## config.mk

```make
export PLATFORM = sky130hd
export DESIGN_NAME = radix50_codec
export DESIGN_NICKNAME = d
export VERILOG_FILES = /design/src/rtl/core/r50_pkg.sv /design/src/rtl/core/r50_char_digit.sv /design/src/rtl/core/radix50_codec.sv
export SDC_FILE = /design/constraint.sdc
export NUM_CORES = 1
export LEC_CHECK = 0
export BUFFER_PORTS_ARGS = -buffer_cell sky130_fd_sc_hd__buf_2
export CAP_MARGIN = 10
export CORE_AREA = 3 3 120 237
export CTS_BUF_LIST = sky130_fd_sc_hd__clkbuf_16
export CTS_CLUSTER_DIAMETER = 200
export DETAILED_ROUTE_END_ITERATION = 8
export DIE_AREA = 0 0 123 240
export GPL_TIMING_DRIVEN = 0
export PLACE_DENSITY = 0.72
export SLEW_MARGIN = 15
export SYNTH_ARGS = -nofsm -noshare
export SYNTH_HDL_FRONTEND = slang
export SYNTH_SLANG_ARGS = --single-unit
export TNS_END_PERCENT = 50
```

## constraint.sdc

```tcl
create_clock -name clk_i -period 6 [get_ports clk_i]
set_clock_uncertainty 0.1 [all_clocks]
set_input_delay 0.3 -clock clk_i [delete_from_list [all_inputs] [get_ports clk_i]]
set_output_delay 0.3 -clock clk_i [all_outputs]
set_load 0.01 [all_outputs]
```

## src/rtl/core/r50_pkg.sv

```systemverilog
// shared constants and helpers for the radix-50 codec
`default_nettype none
package r50_pkg;

  localparam int unsigned DigitW = 6;
  localparam int unsigned CharW  = 8;
  localparam int unsigned WordW  = 16;

  localparam logic [WordW-1:0] Base   = 16'd40;
  localparam logic [WordW-1:0] Limit  = 16'd64000;
  // x * Recip5 >> Recip5Sh equals x / 5 for any 16-bit x
  localparam logic [15:0]      Recip5   = 16'd52429;
  localparam int unsigned      Recip5Sh = 18;

  localparam logic [DigitW-1:0] DigSpace  = 6'd0;
  localparam logic [DigitW-1:0] DigLetA   = 6'd1;
  localparam logic [DigitW-1:0] DigLetZ   = 6'd26;
  localparam logic [DigitW-1:0] DigDollar = 6'd27;
  localparam logic [DigitW-1:0] DigDot    = 6'd28;
  localparam logic [DigitW-1:0] DigHigh   = 6'd29;
  localparam logic [DigitW-1:0] DigNum0   = 6'd30;
  localparam logic [DigitW-1:0] DigNum9   = 6'd39;

  localparam logic [CharW-1:0] ChSpace  = 8'h20;
  localparam logic [CharW-1:0] ChDollar = 8'h24;
  localparam logic [CharW-1:0] ChDot    = 8'h2e;
  localparam logic [CharW-1:0] ChHigh   = 8'hff;
  localparam logic [CharW-1:0] ChNum0   = 8'h30;
  localparam logic [CharW-1:0] ChNum9   = 8'h39;
  localparam logic [CharW-1:0] ChLowA   = 8'h61;
  localparam logic [CharW-1:0] ChLowZ   = 8'h7a;
  localparam logic [CharW-1:0] ChUpA    = 8'h41;
  localparam logic [CharW-1:0] ChUpZ    = 8'h5a;
  localparam logic [CharW-1:0] CaseBit  = 8'h20;

  // digit value to character
  function automatic logic [CharW-1:0] alpha_char(input logic [DigitW-1:0] d);
    logic [CharW-1:0] c;
    c = '0;
    if (d == DigSpace) begin
      c = ChSpace;
    end else if (d >= DigLetA && d <= DigLetZ) begin
      c = ChLowA + CharW'(d - DigLetA);
    end else if (d == DigDollar) begin
      c = ChDollar;
    end else if (d == DigDot) begin
      c = ChDot;
    end else if (d == DigHigh) begin
      c = ChHigh;
    end else if (d >= DigNum0 && d <= DigNum9) begin
      c = ChNum0 + CharW'(d - DigNum0);
    end
    return c;
  endfunction

endpackage
`default_nettype wire

```

## src/rtl/core/r50_char_digit.sv

```systemverilog
// character to radix-50 digit mapping with end-of-string and bad detection
`default_nettype none
module r50_char_digit (
  input  logic [7:0] ch_i,
  output logic [5:0] digit_o,
  output logic       nul_o,
  output logic       bad_o
);

  logic [7:0] low;

  always_comb begin
    low = ch_i;
    if (ch_i inside {[r50_pkg::ChUpA:r50_pkg::ChUpZ]}) begin
      low = ch_i | r50_pkg::CaseBit;
    end
  end

  always_comb begin
    digit_o = r50_pkg::DigSpace;
    bad_o   = 1'b0;
    if (low == r50_pkg::ChSpace) begin
      digit_o = r50_pkg::DigSpace;
    end else if (low inside {[r50_pkg::ChLowA:r50_pkg::ChLowZ]}) begin
      digit_o = r50_pkg::DigLetA + 6'(low - r50_pkg::ChLowA);
    end else if (low == r50_pkg::ChDollar) begin
      digit_o = r50_pkg::DigDollar;
    end else if (low == r50_pkg::ChDot) begin
      digit_o = r50_pkg::DigDot;
    end else if (low == r50_pkg::ChHigh) begin
      digit_o = r50_pkg::DigHigh;
    end else if (low inside {[r50_pkg::ChNum0:r50_pkg::ChNum9]}) begin
      digit_o = r50_pkg::DigNum0 + 6'(low - r50_pkg::ChNum0);
    end else begin
      bad_o = 1'b1;
    end
  end

  assign nul_o = (ch_i == '0);

endmodule
`default_nettype wire

```

## src/rtl/core/radix50_codec.sv

```systemverilog
// radix-50 three-character encoder and word decoder, four-stage pipeline
//
//  channel | handshake                 | payload
//  in      | in_valid_i / in_ready_o   | kind_i, char_*_i, packed_in_i
//  out     | out_valid_o / out_ready_i | packed_out_o, out_*_o, bad_symbol_o
//
// one transaction per cycle while the output is not stalled
// stage 1 maps characters to digits and forms the first divide-by-40 product,
// stage 2 forms the first remainder and second product, stage 3 the top two
// digits or the packed word, stage 4 looks up the characters into the output
// each stage holds when it is full and the stage after it is full and stalled
// reset empties all stages; payload registers are not reset
`default_nettype none
module radix50_codec (
  input  logic        clk_i,
  input  logic        rst_ni,
  input  logic        in_valid_i,
  output logic        in_ready_o,
  input  logic        kind_i,
  input  logic [7:0]  char_first_i,
  input  logic [7:0]  char_second_i,
  input  logic [7:0]  char_third_i,
  input  logic [15:0] packed_in_i,
  output logic        out_valid_o,
  input  logic        out_ready_i,
  output logic [15:0] packed_out_o,
  output logic [7:0]  out_first_o,
  output logic [7:0]  out_second_o,
  output logic [7:0]  out_third_o,
  output logic        bad_symbol_o
);

  logic [3:0] vld_q;
  logic [3:0] adv;

  assign adv[3] = !vld_q[3] || out_ready_i;
  assign adv[2] = !vld_q[2] || adv[3];
  assign adv[1] = !vld_q[1] || adv[2];
  assign adv[0] = !vld_q[0] || adv[1];
  assign in_ready_o = adv[0];

  always_ff @(posedge clk_i or negedge rst_ni) begin
    if (!rst_ni) begin
      vld_q <= '0;
    end else begin
      if (adv[0]) vld_q[0] <= in_valid_i;
      if (adv[1]) vld_q[1] <= vld_q[0];
      if (adv[2]) vld_q[2] <= vld_q[1];
      if (adv[3]) vld_q[3] <= vld_q[2];
    end
  end

  // stage 1: digit mapping and first reciprocal product
  logic [5:0] dig0, dig1, dig2;
  logic       nul0, nul1, nul2;
  logic       bad0, bad1, bad2;
  logic       end1, end2;

  r50_char_digit u_dig0 (.ch_i(char_first_i),  .digit_o(dig0), .nul_o(nul0), .bad_o(bad0));
  r50_char_digit u_dig1 (.ch_i(char_second_i), .digit_o(dig1), .nul_o(nul1), .bad_o(bad1));
  r50_char_digit u_dig2 (.ch_i(char_third_i),  .digit_o(dig2), .nul_o(nul2), .bad_o(bad2));

  // a nul ends the string for its own and every later position
  assign end1 = nul0 || nul1;
  assign end2 = end1 || nul2;

  logic        s1_kind_q;
  logic [15:0] s1_word_q;
  logic        s1_over_q;
  logic        s1_bad_q;
  logic [5:0]  s1_d0_q, s1_d1_q, s1_d2_q;
  logic [28:0] s1_prod_q;

  always_ff @(posedge clk_i) begin
    if (adv[0]) begin
      s1_kind_q <= kind_i;
      s1_word_q <= packed_in_i;
      s1_over_q <= (packed_in_i >= r50_pkg::Limit);
      s1_bad_q  <= (!nul0 && bad0) || (!end1 && bad1) || (!end2 && bad2);
      s1_d0_q   <= (nul0 || bad0) ? r50_pkg::DigSpace : dig0;
      s1_d1_q   <= (end1 || bad1) ? r50_pkg::DigSpace : dig1;
      s1_d2_q   <= (end2 || bad2) ? r50_pkg::DigSpace : dig2;
      // (word / 8) / 5 gives word / 40
      s1_prod_q <= 29'(packed_in_i[15:3]) * 29'(r50_pkg::Recip5);
    end
  end

  // stage 2: low digit of the word, second product, first encode step
  logic [10:0] s2_quo;
  logic [15:0] s2_rem_w;

  assign s2_quo   = s1_prod_q[r50_pkg::Recip5Sh +: 11];
  assign s2_rem_w = s1_word_q - ({5'b0, s2_quo} * r50_pkg::Base);

  logic        s2_kind_q;
  logic        s2_over_q;
  logic        s2_bad_q;
  logic [10:0] s2_quo_q;
  logic [5:0]  s2_r2_q;
  logic [23:0] s2_prod_q;
  logic [10:0] s2_acc_q;
  logic [5:0]  s2_d2_q;

  always_ff @(posedge clk_i) begin
    if (adv[1]) begin
      s2_kind_q <= s1_kind_q;
      s2_over_q <= s1_over_q;
      s2_bad_q  <= s1_bad_q;
      s2_quo_q  <= s2_quo;
      s2_r2_q   <= s2_rem_w[5:0];
      s2_prod_q <= 24'(s2_quo[10:3]) * 24'(r50_pkg::Recip5);
      s2_acc_q  <= 11'(s1_d0_q) * 11'(r50_pkg::Base) + 11'(s1_d1_q);
      s2_d2_q   <= s1_d2_q;
    end
  end

  // stage 3: top two digits of the word, packed word
  logic [5:0]  s3_q0;
  logic [10:0] s3_rem_w;

  assign s3_q0    = s2_prod_q[r50_pkg::Recip5Sh +: 6];
  assign s3_rem_w = s2_quo_q - (11'(s3_q0) * 11'(r50_pkg::Base));

  logic        s3_kind_q;
  logic        s3_over_q;
  logic        s3_bad_q;
  logic [5:0]  s3_q0_q, s3_r1_q, s3_r2_q;
  logic [15:0] s3_word_q;

  always_ff @(posedge clk_i) begin
    if (adv[2]) begin
      s3_kind_q <= s2_kind_q;
      s3_over_q <= s2_over_q;
      s3_bad_q  <= s2_bad_q;
      s3_q0_q   <= s3_q0;
      s3_r1_q   <= s3_rem_w[5:0];
      s3_r2_q   <= s2_r2_q;
      s3_word_q <= 16'(s2_acc_q) * r50_pkg::Base + 16'(s2_d2_q);
    end
  end

  // stage 4: alphabet lookup into the output register
  logic        dec_ok;

  assign dec_ok = s3_kind_q && !s3_over_q;

  logic [15:0] out_word_q;
  logic [7:0]  out_c0_q, out_c1_q, out_c2_q;
  logic        out_bad_q;

  always_ff @(posedge clk_i) begin
    if (adv[3]) begin
      out_word_q <= s3_kind_q ? '0 : s3_word_q;
      out_c0_q   <= dec_ok ? r50_pkg::alpha_char(s3_q0_q) : '0;
      out_c1_q   <= dec_ok ? r50_pkg::alpha_char(s3_r1_q) : '0;
      out_c2_q   <= dec_ok ? r50_pkg::alpha_char(s3_r2_q) : '0;
      out_bad_q  <= s3_kind_q ? s3_over_q : s3_bad_q;
    end
  end

  assign out_valid_o  = vld_q[3];
  assign packed_out_o = out_word_q;
  assign out_first_o  = out_c0_q;
  assign out_second_o = out_c1_q;
  assign out_third_o  = out_c2_q;
  assign bad_symbol_o = out_bad_q;

endmodule
`default_nettype wire
```

==> impl_metrics.ini, run 1 <==
[final_layout]
drive_gt1_share_pct = 10.6
seq_area_um2 = 4720
layout.cells.non_filler = 1739
fillerInstances = 2272
mostFrequentLayoutCells = inv_1 (217), ha_1 (199), edfxtp_1 (154), buf_2 (82), nor2_1 (72)
final_common_cell = inv_1
multi_input_area_um2 = 7620
area_growth_syn_to_layout_pct = 11.5
diodes = 0
nets = 1692

[global_route]
grt_usage_pct = 18.0
grt_remaining_overflow = 0
antenna_found_initial = 0
grt_max_degree = 42
grt_pass1_vias = 9632
grt_pass1_wl_um = 42400

[worst_setup_path]
reg2reg_from = s1_prod_q[24]
r2r_slack_ns = 1.40
path_class = in2reg
endpoint_kind = register
path_cells = buf_2, inv_1, ha_1, inv_1, fa_1, fa_1, fa_1, inv_1, fa_1, inv_1, ha_1, a22o_1, or4_1, a221oi_2, a21oi_2, a311o_2, a21oi_2, xnor2_1
worst_path_largest_cell_delay_ns = 0.59
cp.required_ns = 6.08
worstReg2RegEnd = s2_prod_q[22]
reg2reg_depth = 15
crit_path_top_delay_cell = fa_1
critPathMaxFanout = 5
arrival_ns = 5.35
cp-start-kind = input port

[die]
die_x_um = 123
io_pins = 88
core_um2 = 26900
die-area_um2 = 29500
floorplan.initialDensity_pct = 49.2
rows = 85
die_y_um = 240

[synthesis]
synth_async_sr_flop_share_pct = 2.53
seq_area_frac_synth_pct = 35.7
synth_compound_area_share_pct = 11.7
synth_area_leader_cell = edfxtp_1
netlist-cell-type-count = 77
synth_cells = 1270
synthAdderAreaFrac_pct = 29.4
synth_mux_area_share_pct = 0.255
synth_edf_count = 154
yosys_warnings = 0
avgSynthCellArea_um2 = 10.4
synth_top_family_by_area = adder cells
synthesis.nets = 1584
synth_area_leaders = edfxtp_1 (35%), ha_1 (19%), fa_1 (11%)
synth_area_um2 = 13200
synthSimpleGateAreaFrac_pct = 11.0
synth_top_area_share_pct = 34.9
synth_xor_area_share_pct = 5.09
ys_seq_elements = 158
ys.flop_type = edfxtp_1

[sta]
slew_viol_final = 0
timing.setup.tns_ns = 0
rsz0062_at_grt = no
slew_headroom_pct = 46.1
setup_viol = 0
fin_crit_sh_pct = 87.8
hold-worst-slack_ns = 0.0745
period_minus_slack_ns = 5.27
finalHoldViolCount = 0
max_freq_mhz = 190
worstMarginPinSlew_ns = 0.805

[worst_hold_path]
worstHoldPathType = in2reg
whs_path_depth = 1
hp-start = packed_in_i[4]
min_to = s1_word_q[4]

[route]
drc_errors = 0
wl_per_cell_um = 14.8
drtAntennaViolNets = 0
first_pass_iters = 5
drt_iter0_markers = 489
route.vias.total = 9476
avgViaCountPerCell = 5.45
routed_wirelength_um = 25700

[power_and_ir_drop]
vdd_drop_max_mv = 0.554
total_power_mw = 8.90
power_density_nw_per_um2 = 603
p_leak_nw = 6.86

[clock_network]
cts_tree = yes
cts_setup_buffers = 0
cts_buffers = 17
clockBufferDepth = 2
cts_root_buf = clkbuf_16
numClockSinks = 158
clkTransAtPathRegs_ns = 0.06
htree_levels = 4
clock_latency_ns = 0.43

[outcome]
status = finished clean

[run]
maxCapViolCount = 0

[placement]
placed_cells = 1701
dpl.hpwl_um = 21700
portBuffers = 80
place_congestion = 0.929
[logic make-up (layout without fill, tap and decap cells)]
logic type | count (synthesis) | in the layout
AND/OR/NAND/NOR | 285 | 285
buffers and inverters | 242 | 363
flip-flops | 158 | 158
AO/OA/AOI/OAI | 236 | 236
adder cells (fa/ha/maj) | 269 | 269
XOR/XNOR | 77 | 77
multiplexers | 3 | 3
[critical path: cells and delay by family]
family,cells,cell delay [ns]
compound gates,5,1.25
xor+xnor,1,0.08
fa+ha+maj,6,2.78
buf+inv,5,0.48
simple gates,1,0.46
[report_power, final]
part / internal [mW] / total (mW) / switching (mW)
combinational: 2.58 / 5.95 / 3.37
sequential: 1.75 / 1.92 / 0.171
clock: 0.584 / 1.03 / 0.451
[area by class of cell]
type / instances / share of cell area, %
multi-input combinational: 870 / 51.6
sequential: 158 / 32.0
inverter: 217 / 5.51
timing repair buffer: 89 / 3.43
tap: 348 / 2.95
clock buffer: 17 / 2.88
clock inverter: 15 / 1.01
buffer: 25 / 0.669
[per-stage QoR]
step,utilization [%],cell area (um2),setup WS (ns)
floorplan,-,13200,0.944
global route,54.9,14800,0.603
global placement,52.3,14100,0.411
finish,54.9,14800,0.732
CTS,54.9,14800,0.800
detailed placement,52.5,14100,0.331
[cell usage after synthesis (5+ instances only)]
cell type / instances
a211oi_1: 18
a21o_1: 12
a21oi_1: 63
a221oi_1: 6
a31oi_1: 11
and2_1: 5
clkbuf_1: 20
edfxtp_1: 154
fa_1: 70
ha_1: 199
inv_1: 217
nand2_1: 54
nand2b_1: 18
nand3_1: 22
nand4_1: 10
nor2_1: 72
nor2b_1: 29
nor3_1: 26
nor4_1: 7
o211ai_1: 6
o21ai_0: 54
o21bai_1: 6
or2_2: 7
or3_1: 7
xnor2_1: 42
xor2_1: 35
[layer usage]
metal / vias up / routed length (um) / track usage [%]
li1: 4650 / - / -
met1: 4500 / 8810 / 16.9
met2: 251 / 14800 / 35.7
met3: 75 / 994 / 3.11
met4: 0 / 1160 / 9.55
met5: - / 0 / 0
[worst max-delay path by stage]
stage	cells past startpoint	endpoint	startpoint	slack (ns)
final	18	s1_prod_q[25]	packed_in_i[10]	0.73
after global routing	18	s1_prod_q[25]	packed_in_i[10]	0.60
after CTS	18	s1_prod_q[25]	packed_in_i[10]	0.80
after detailed placement	18	s1_prod_q[25]	packed_in_i[10]	0.33
after global placement	18	s1_prod_q[25]	packed_in_i[10]	0.41
after floorplan	17	s1_prod_q[25]	packed_in_i[14]	0.94
[registers in the layout (all words and copies together), names as in the netlist, 4 cells and up]
| register | cells |
|---|---|
| s3_word_q | 16 |
| s1_prod_q | 11 |
| s1_d0_q | 6 |
| packed_out_o | 16 |
| s2_acc_q | 11 |
| out_third_o | 8 |
| s1_word_q | 6 |
| s1_d1_q | 6 |
| s3_r1_q | 6 |
| s2_prod_q | 6 |
| s3_r2_q | 6 |
| out_first_o | 8 |
| s3_q0_q | 6 |
| s2_d2_q | 6 |
| s1_d2_q | 6 |
| s2_quo_q | 6 |
| vld_q | 4 |
| s2_r2_q | 6 |
| out_second_o | 8 |
[what timing repair did]
item,CTS,global route
gates resized for setup,0,0
endpoints found under the setup margin,0,0
hold buffers,6,0
endpoints found under the hold margin,9,0
Note: power is estimated with default switching activity, not from simulation.
==> run 2, diff against run 1 <==
CTS_BUF_LIST = default   (was sky130_fd_sc_hd__clkbuf_16)
==> impl_metrics.ini, run 2 (synthesis results as in run 1) <==
[worst_setup_path]
path_class = in2reg
reg2reg_depth = 15
cp.required_ns = 6.08
crit_family = adder cells
cp.depth = 18
crit_path_top_delay_cell = fa_1
path_buf_inv = 5
cp-start-kind = input port
endpoint_kind = register
arrival_ns = 5.35
path_cells = buf_2, inv_1, ha_1, inv_1, fa_1, fa_1, fa_1, inv_1, fa_1, inv_1, ha_1, a22o_1, or4_1, a221oi_2, a21oi_2, a311o_2, a21oi_2, xnor2_1
critPathMaxFanout = 5
worst_path_largest_cell_delay_ns = 0.59

[placement]
place_congestion = 0.929
dpl.hpwl_um = 21700
portBuffers = 80
placed_cells = 1701

[sta]
finalHoldViolCount = 0
fin_crit_sh_pct = 87.8
max_freq_mhz = 190
slew_headroom_pct = 46.0
timing.setup.tns_ns = 0
setup_viol = 0
period_minus_slack_ns = 5.27
rsz0062_at_grt = no
worstMarginPinSlew_ns = 0.808
slew_viol_final = 0

[route]
avgViaCountPerCell = 5.45
first_pass_iters = 5
drt_iter0_markers = 491
routed_wirelength_um = 25700
route.vias.total = 9482
drtAntennaViolNets = 0
wl_per_cell_um = 14.8
drc_errors = 0

[final_layout]
nets = 1692
drive_gt1_share_pct = 10.6
diodes = 0
fin_util_pct = 54.9
mostFrequentLayoutCells = inv_1 (216), ha_1 (199), edfxtp_1 (154), buf_2 (82), nor2_1 (72)
layout.cells.non_filler = 1739
area_growth_syn_to_layout_pct = 11.5
final_common_cell = inv_1

[power_and_ir_drop]
p_leak_nw = 6.86
vdd_drop_max_mv = 0.554
switching_share_pct = 44.8
power_density_nw_per_um2 = 603
combPwrFrac_pct = 66.8
seq_power_share_pct = 21.6
power.internal_mw = 4.92
total_power_mw = 8.91
clock_power_share_pct = 11.6
p_sw_mw = 3.99

[global_route]
grt_max_degree = 42
antenna_found_initial = 0
grt_remaining_overflow = 0
grt_usage_pct = 18.0
grt_pass1_wl_um = 42400
grt_pass1_vias = 9632

[die]
die-area_um2 = 29500
floorplan.initialDensity_pct = 49.2
io_pins = 88
die_x_um = 123
die_y_um = 240
rows = 85
core_um2 = 26900

[clock_network]
cts_tree = yes
clkTransAtPathRegs_ns = 0.06
ctsResizeCount = 0
numClockSinks = 158
cts_buffers = 17
cts_hold_buf = 6
htree_levels = 4
clockBufferDepth = 2
cts_root_buf = clkbuf_16
clock_latency_ns = 0.43
cts_setup_buffers = 0

[run]
maxCapViolCount = 0

[worst_hold_path]
whs_path_depth = 1
worstHoldPathType = in2reg

[outcome]
status = finished clean
run 2: changes by cell type in the layout (fill, tap and decap cells not counted), sizes merged:
cell / change
clkbuf: +1
inv: -1
run 2: through the flow:
stage          cell area (um2)  worst slack (ns)  hold slack (ns)
6_report                 14800             0.732           0.0745
5_1_grt                  14800             0.603           0.0560
4_1_cts                  14800             0.800           0.0431
3_5_place_dp             14100             0.331           0.0211
3_3_place_gp             14100             0.411           0.0176
2_1_floorplan            13200             0.944          -0.0956
run 2: power groups by stage:
stage | combinational [mW] | sequential [mW] | clock, mW
finish | 5.95 | 1.92 | 1.04
global route | 6.71 | 1.96 | 1.11
CTS | 5.97 | 1.93 | 1.06
detailed placement | 5.91 | 1.95 | 0
global placement | 5.65 | 1.94 | 0
floorplan | 4.51 | 1.93 | 0
run 2: path summary, 6_finish.rpt:
path                                       from       endpoint  slack, ns
worst max-delay path            packed_in_i[10]  s1_prod_q[25]       0.73
worst min-delay path             packed_in_i[4]   s1_word_q[4]       0.07
worst max register to register    s1_prod_q[24]  s2_prod_q[22]       1.40
worst min register to register        s1_kind_q      s2_kind_q       0.32
max in group asynchronous                rst_ni       vld_q[1]       5.56
min in group asynchronous                rst_ni       vld_q[0]       0.11
run 2: routing by layer:
| layer | track usage (%) | routed length (um) |
|---|---|---|
| met3 | 3.11 | 995 |
| met2 | 35.7 | 14700 |
| met1 | 16.9 | 8800 |
| met4 | 9.55 | 1180 |
| met5 | 0 | 0 |
run 2: layout make-up:
class                   instances  area, um2
plain buffers                  25       98.8
clock buffers                  18        429
clock inverters                14        145
fillers                      2272      12100
inverters                     217        815
multi-input cells             870       7620
flip-flops and latches        158       4720
well taps                     348        435
repair buffers                 89        507
==> run 3, diff against run 2 <==
CORE_AREA = 3 3 137 206   (was 3 3 120 237)
DIE_AREA = 0 0 140 209   (was 0 0 123 240)
==> impl_metrics.ini, run 3 (synthesis results as in run 1) <==
[outcome]
status = finished clean

[route]
wl_per_cell_um = 14.1
drtAntennaViolNets = 0
first_pass_iters = 5
drc_errors = 0
drt_iter0_markers = 553
route.vias.total = 9271
avgViaCountPerCell = 5.37
routed_wirelength_um = 24400

[power_and_ir_drop]
total_power_mw = 8.77
vdd_drop_max_mv = 0.505
power_density_nw_per_um2 = 595
p_leak_nw = 6.86

[die]
rows = 73
floorplan.initialDensity_pct = 50.0
io_pins = 88
die_y_um = 209
die-area_um2 = 29300
die_x_um = 140
core_um2 = 26500

[global_route]
grt_remaining_overflow = 0
grt_pass1_vias = 9271
grt_max_degree = 42
grt_usage_pct = 16.9
grt_pass1_wl_um = 41300
antenna_found_initial = 1

[worst_setup_path]
arrival_ns = 5.19
reg2reg_from = s1_prod_q[24]
crit_path_top_delay_cell = fa_1
path_class = in2reg
startpoint = packed_in_i[10]
critPathMaxFanout = 5
endpoint_kind = register
cp-start-kind = input port
path_cells = buf_2, inv_1, ha_1, inv_1, fa_1, fa_1, fa_1, inv_1, fa_1, inv_1, ha_1, a22o_1, or4_1, a221oi_2, a21oi_2, a311o_2, a21oi_2, xnor2_1
worst_path_largest_cell_delay_ns = 0.57
reg2reg_depth = 15
r2r_slack_ns = 1.43
worstReg2RegEnd = s2_prod_q[22]
cp.required_ns = 6.07

[worst_hold_path]
min_to = s1_word_q[4]
whs_path_depth = 1
hp-start = packed_in_i[4]
worstHoldPathType = in2reg

[sta]
rsz0062_at_grt = no
fin_crit_sh_pct = 85.4
hold-worst-slack_ns = 0.0704
finalHoldViolCount = 0
fin_ws_ns = 0.875
slew_headroom_pct = 44.7
slew_viol_final = 0
setup_viol = 0
timing.setup.tns_ns = 0
period_minus_slack_ns = 5.12
max_freq_mhz = 195
worstMarginPinSlew_ns = 0.827

[placement]
place_congestion = 0.868
portBuffers = 80
dpl.hpwl_um = 20400
post-place-ws_ns = 0.426

[final_layout]
area_growth_syn_to_layout_pct = 11.4
fin_util_pct = 55.7
final_common_cell = inv_1
mostFrequentLayoutCells = inv_1 (216), ha_1 (199), edfxtp_1 (154), buf_2 (82), nor2_1 (72)
drive_gt1_share_pct = 10.6
nets = 1692

[clock_network]
clock_latency_ns = 0.41
numClockSinks = 158
cts_root_buf = clkbuf_16
htree_levels = 4
clockBufferDepth = 2
cts_tree = yes
ctsResizeCount = 0
cts_buffers = 17
clkTransAtPathRegs_ns = 0.06

[run]
maxCapViolCount = 0
==> run 3: cell count changes in the layout (fill, tap and decap cells not counted), sizes merged <==
cell,change
diode,+1
clkinvlp,+1
clkbuf,-1
clkinv,-1
==> run 3: layer usage <==
layer | vias up | share of wire, % | GRT usage, %
met1 | 4352 | 41 | 19.8
met3 | 45 | 4.0 | 2.29
li1 | 4649 | - | -
met5 | - | 0 | 0
met2 | 225 | 53 | 31.4
met4 | 0 | 2.1 | 5.65
==> run 3: timing repair <==
action,4_1_cts,5_1_grt
setup buffers,0,0
endpoints found under the hold margin,9,0
hold buffers,6,0
==> run 3: final cells by class <==
| cell class | instances | area, um2 |
|---|---|---|
| multi-input combinational | 870 | 7620 |
| sequential | 158 | 4720 |
| tap | 337 | 422 |
| clock buffer | 17 | 425 |
| inverter | 217 | 815 |
| timing repair buffer | 89 | 507 |
| buffer | 25 | 98.8 |
| fill | 2287 | 11700 |
| antenna | 1 | 2.50 |
| clock inverter | 14 | 146 |
==> run 3: how the worst max path moves through the flow <==
stage,end,slack [ns],cells after the start
finish,s1_prod_q[25],0.88,18
floorplan,s1_prod_q[25],0.94,17
global placement,s1_prod_q[25],0.46,18
CTS,s1_prod_q[25],0.87,18
detailed placement,s1_prod_q[25],0.43,18
global route,s1_prod_q[25],0.66,18
==> run 3: worst max-delay path, delay by kind of cell <==
family	cells	cell delay (ns)
adder cells (fa/ha/maj)	6	2.74
XOR/XNOR	1	0.07
AND/OR/NAND/NOR	1	0.43
AO/OA/AOI/OAI	5	1.20
buffers and inverters	5	0.45
==> run 3: per-stage QoR <==
step | instance area (um2) | instances
final | 14800 | 1728
after global routing | 14800 | 1728
after CTS | 14800 | 1727
after detailed placement | 14100 | 1690
after global placement | 14100 | 1687
after floorplan | 13200 | 1270
==> run 3: where the power goes <==
part           switching (mW)  internal [mW]
registers               0.168           1.75
logic                    3.27           2.56
clock network           0.447          0.585
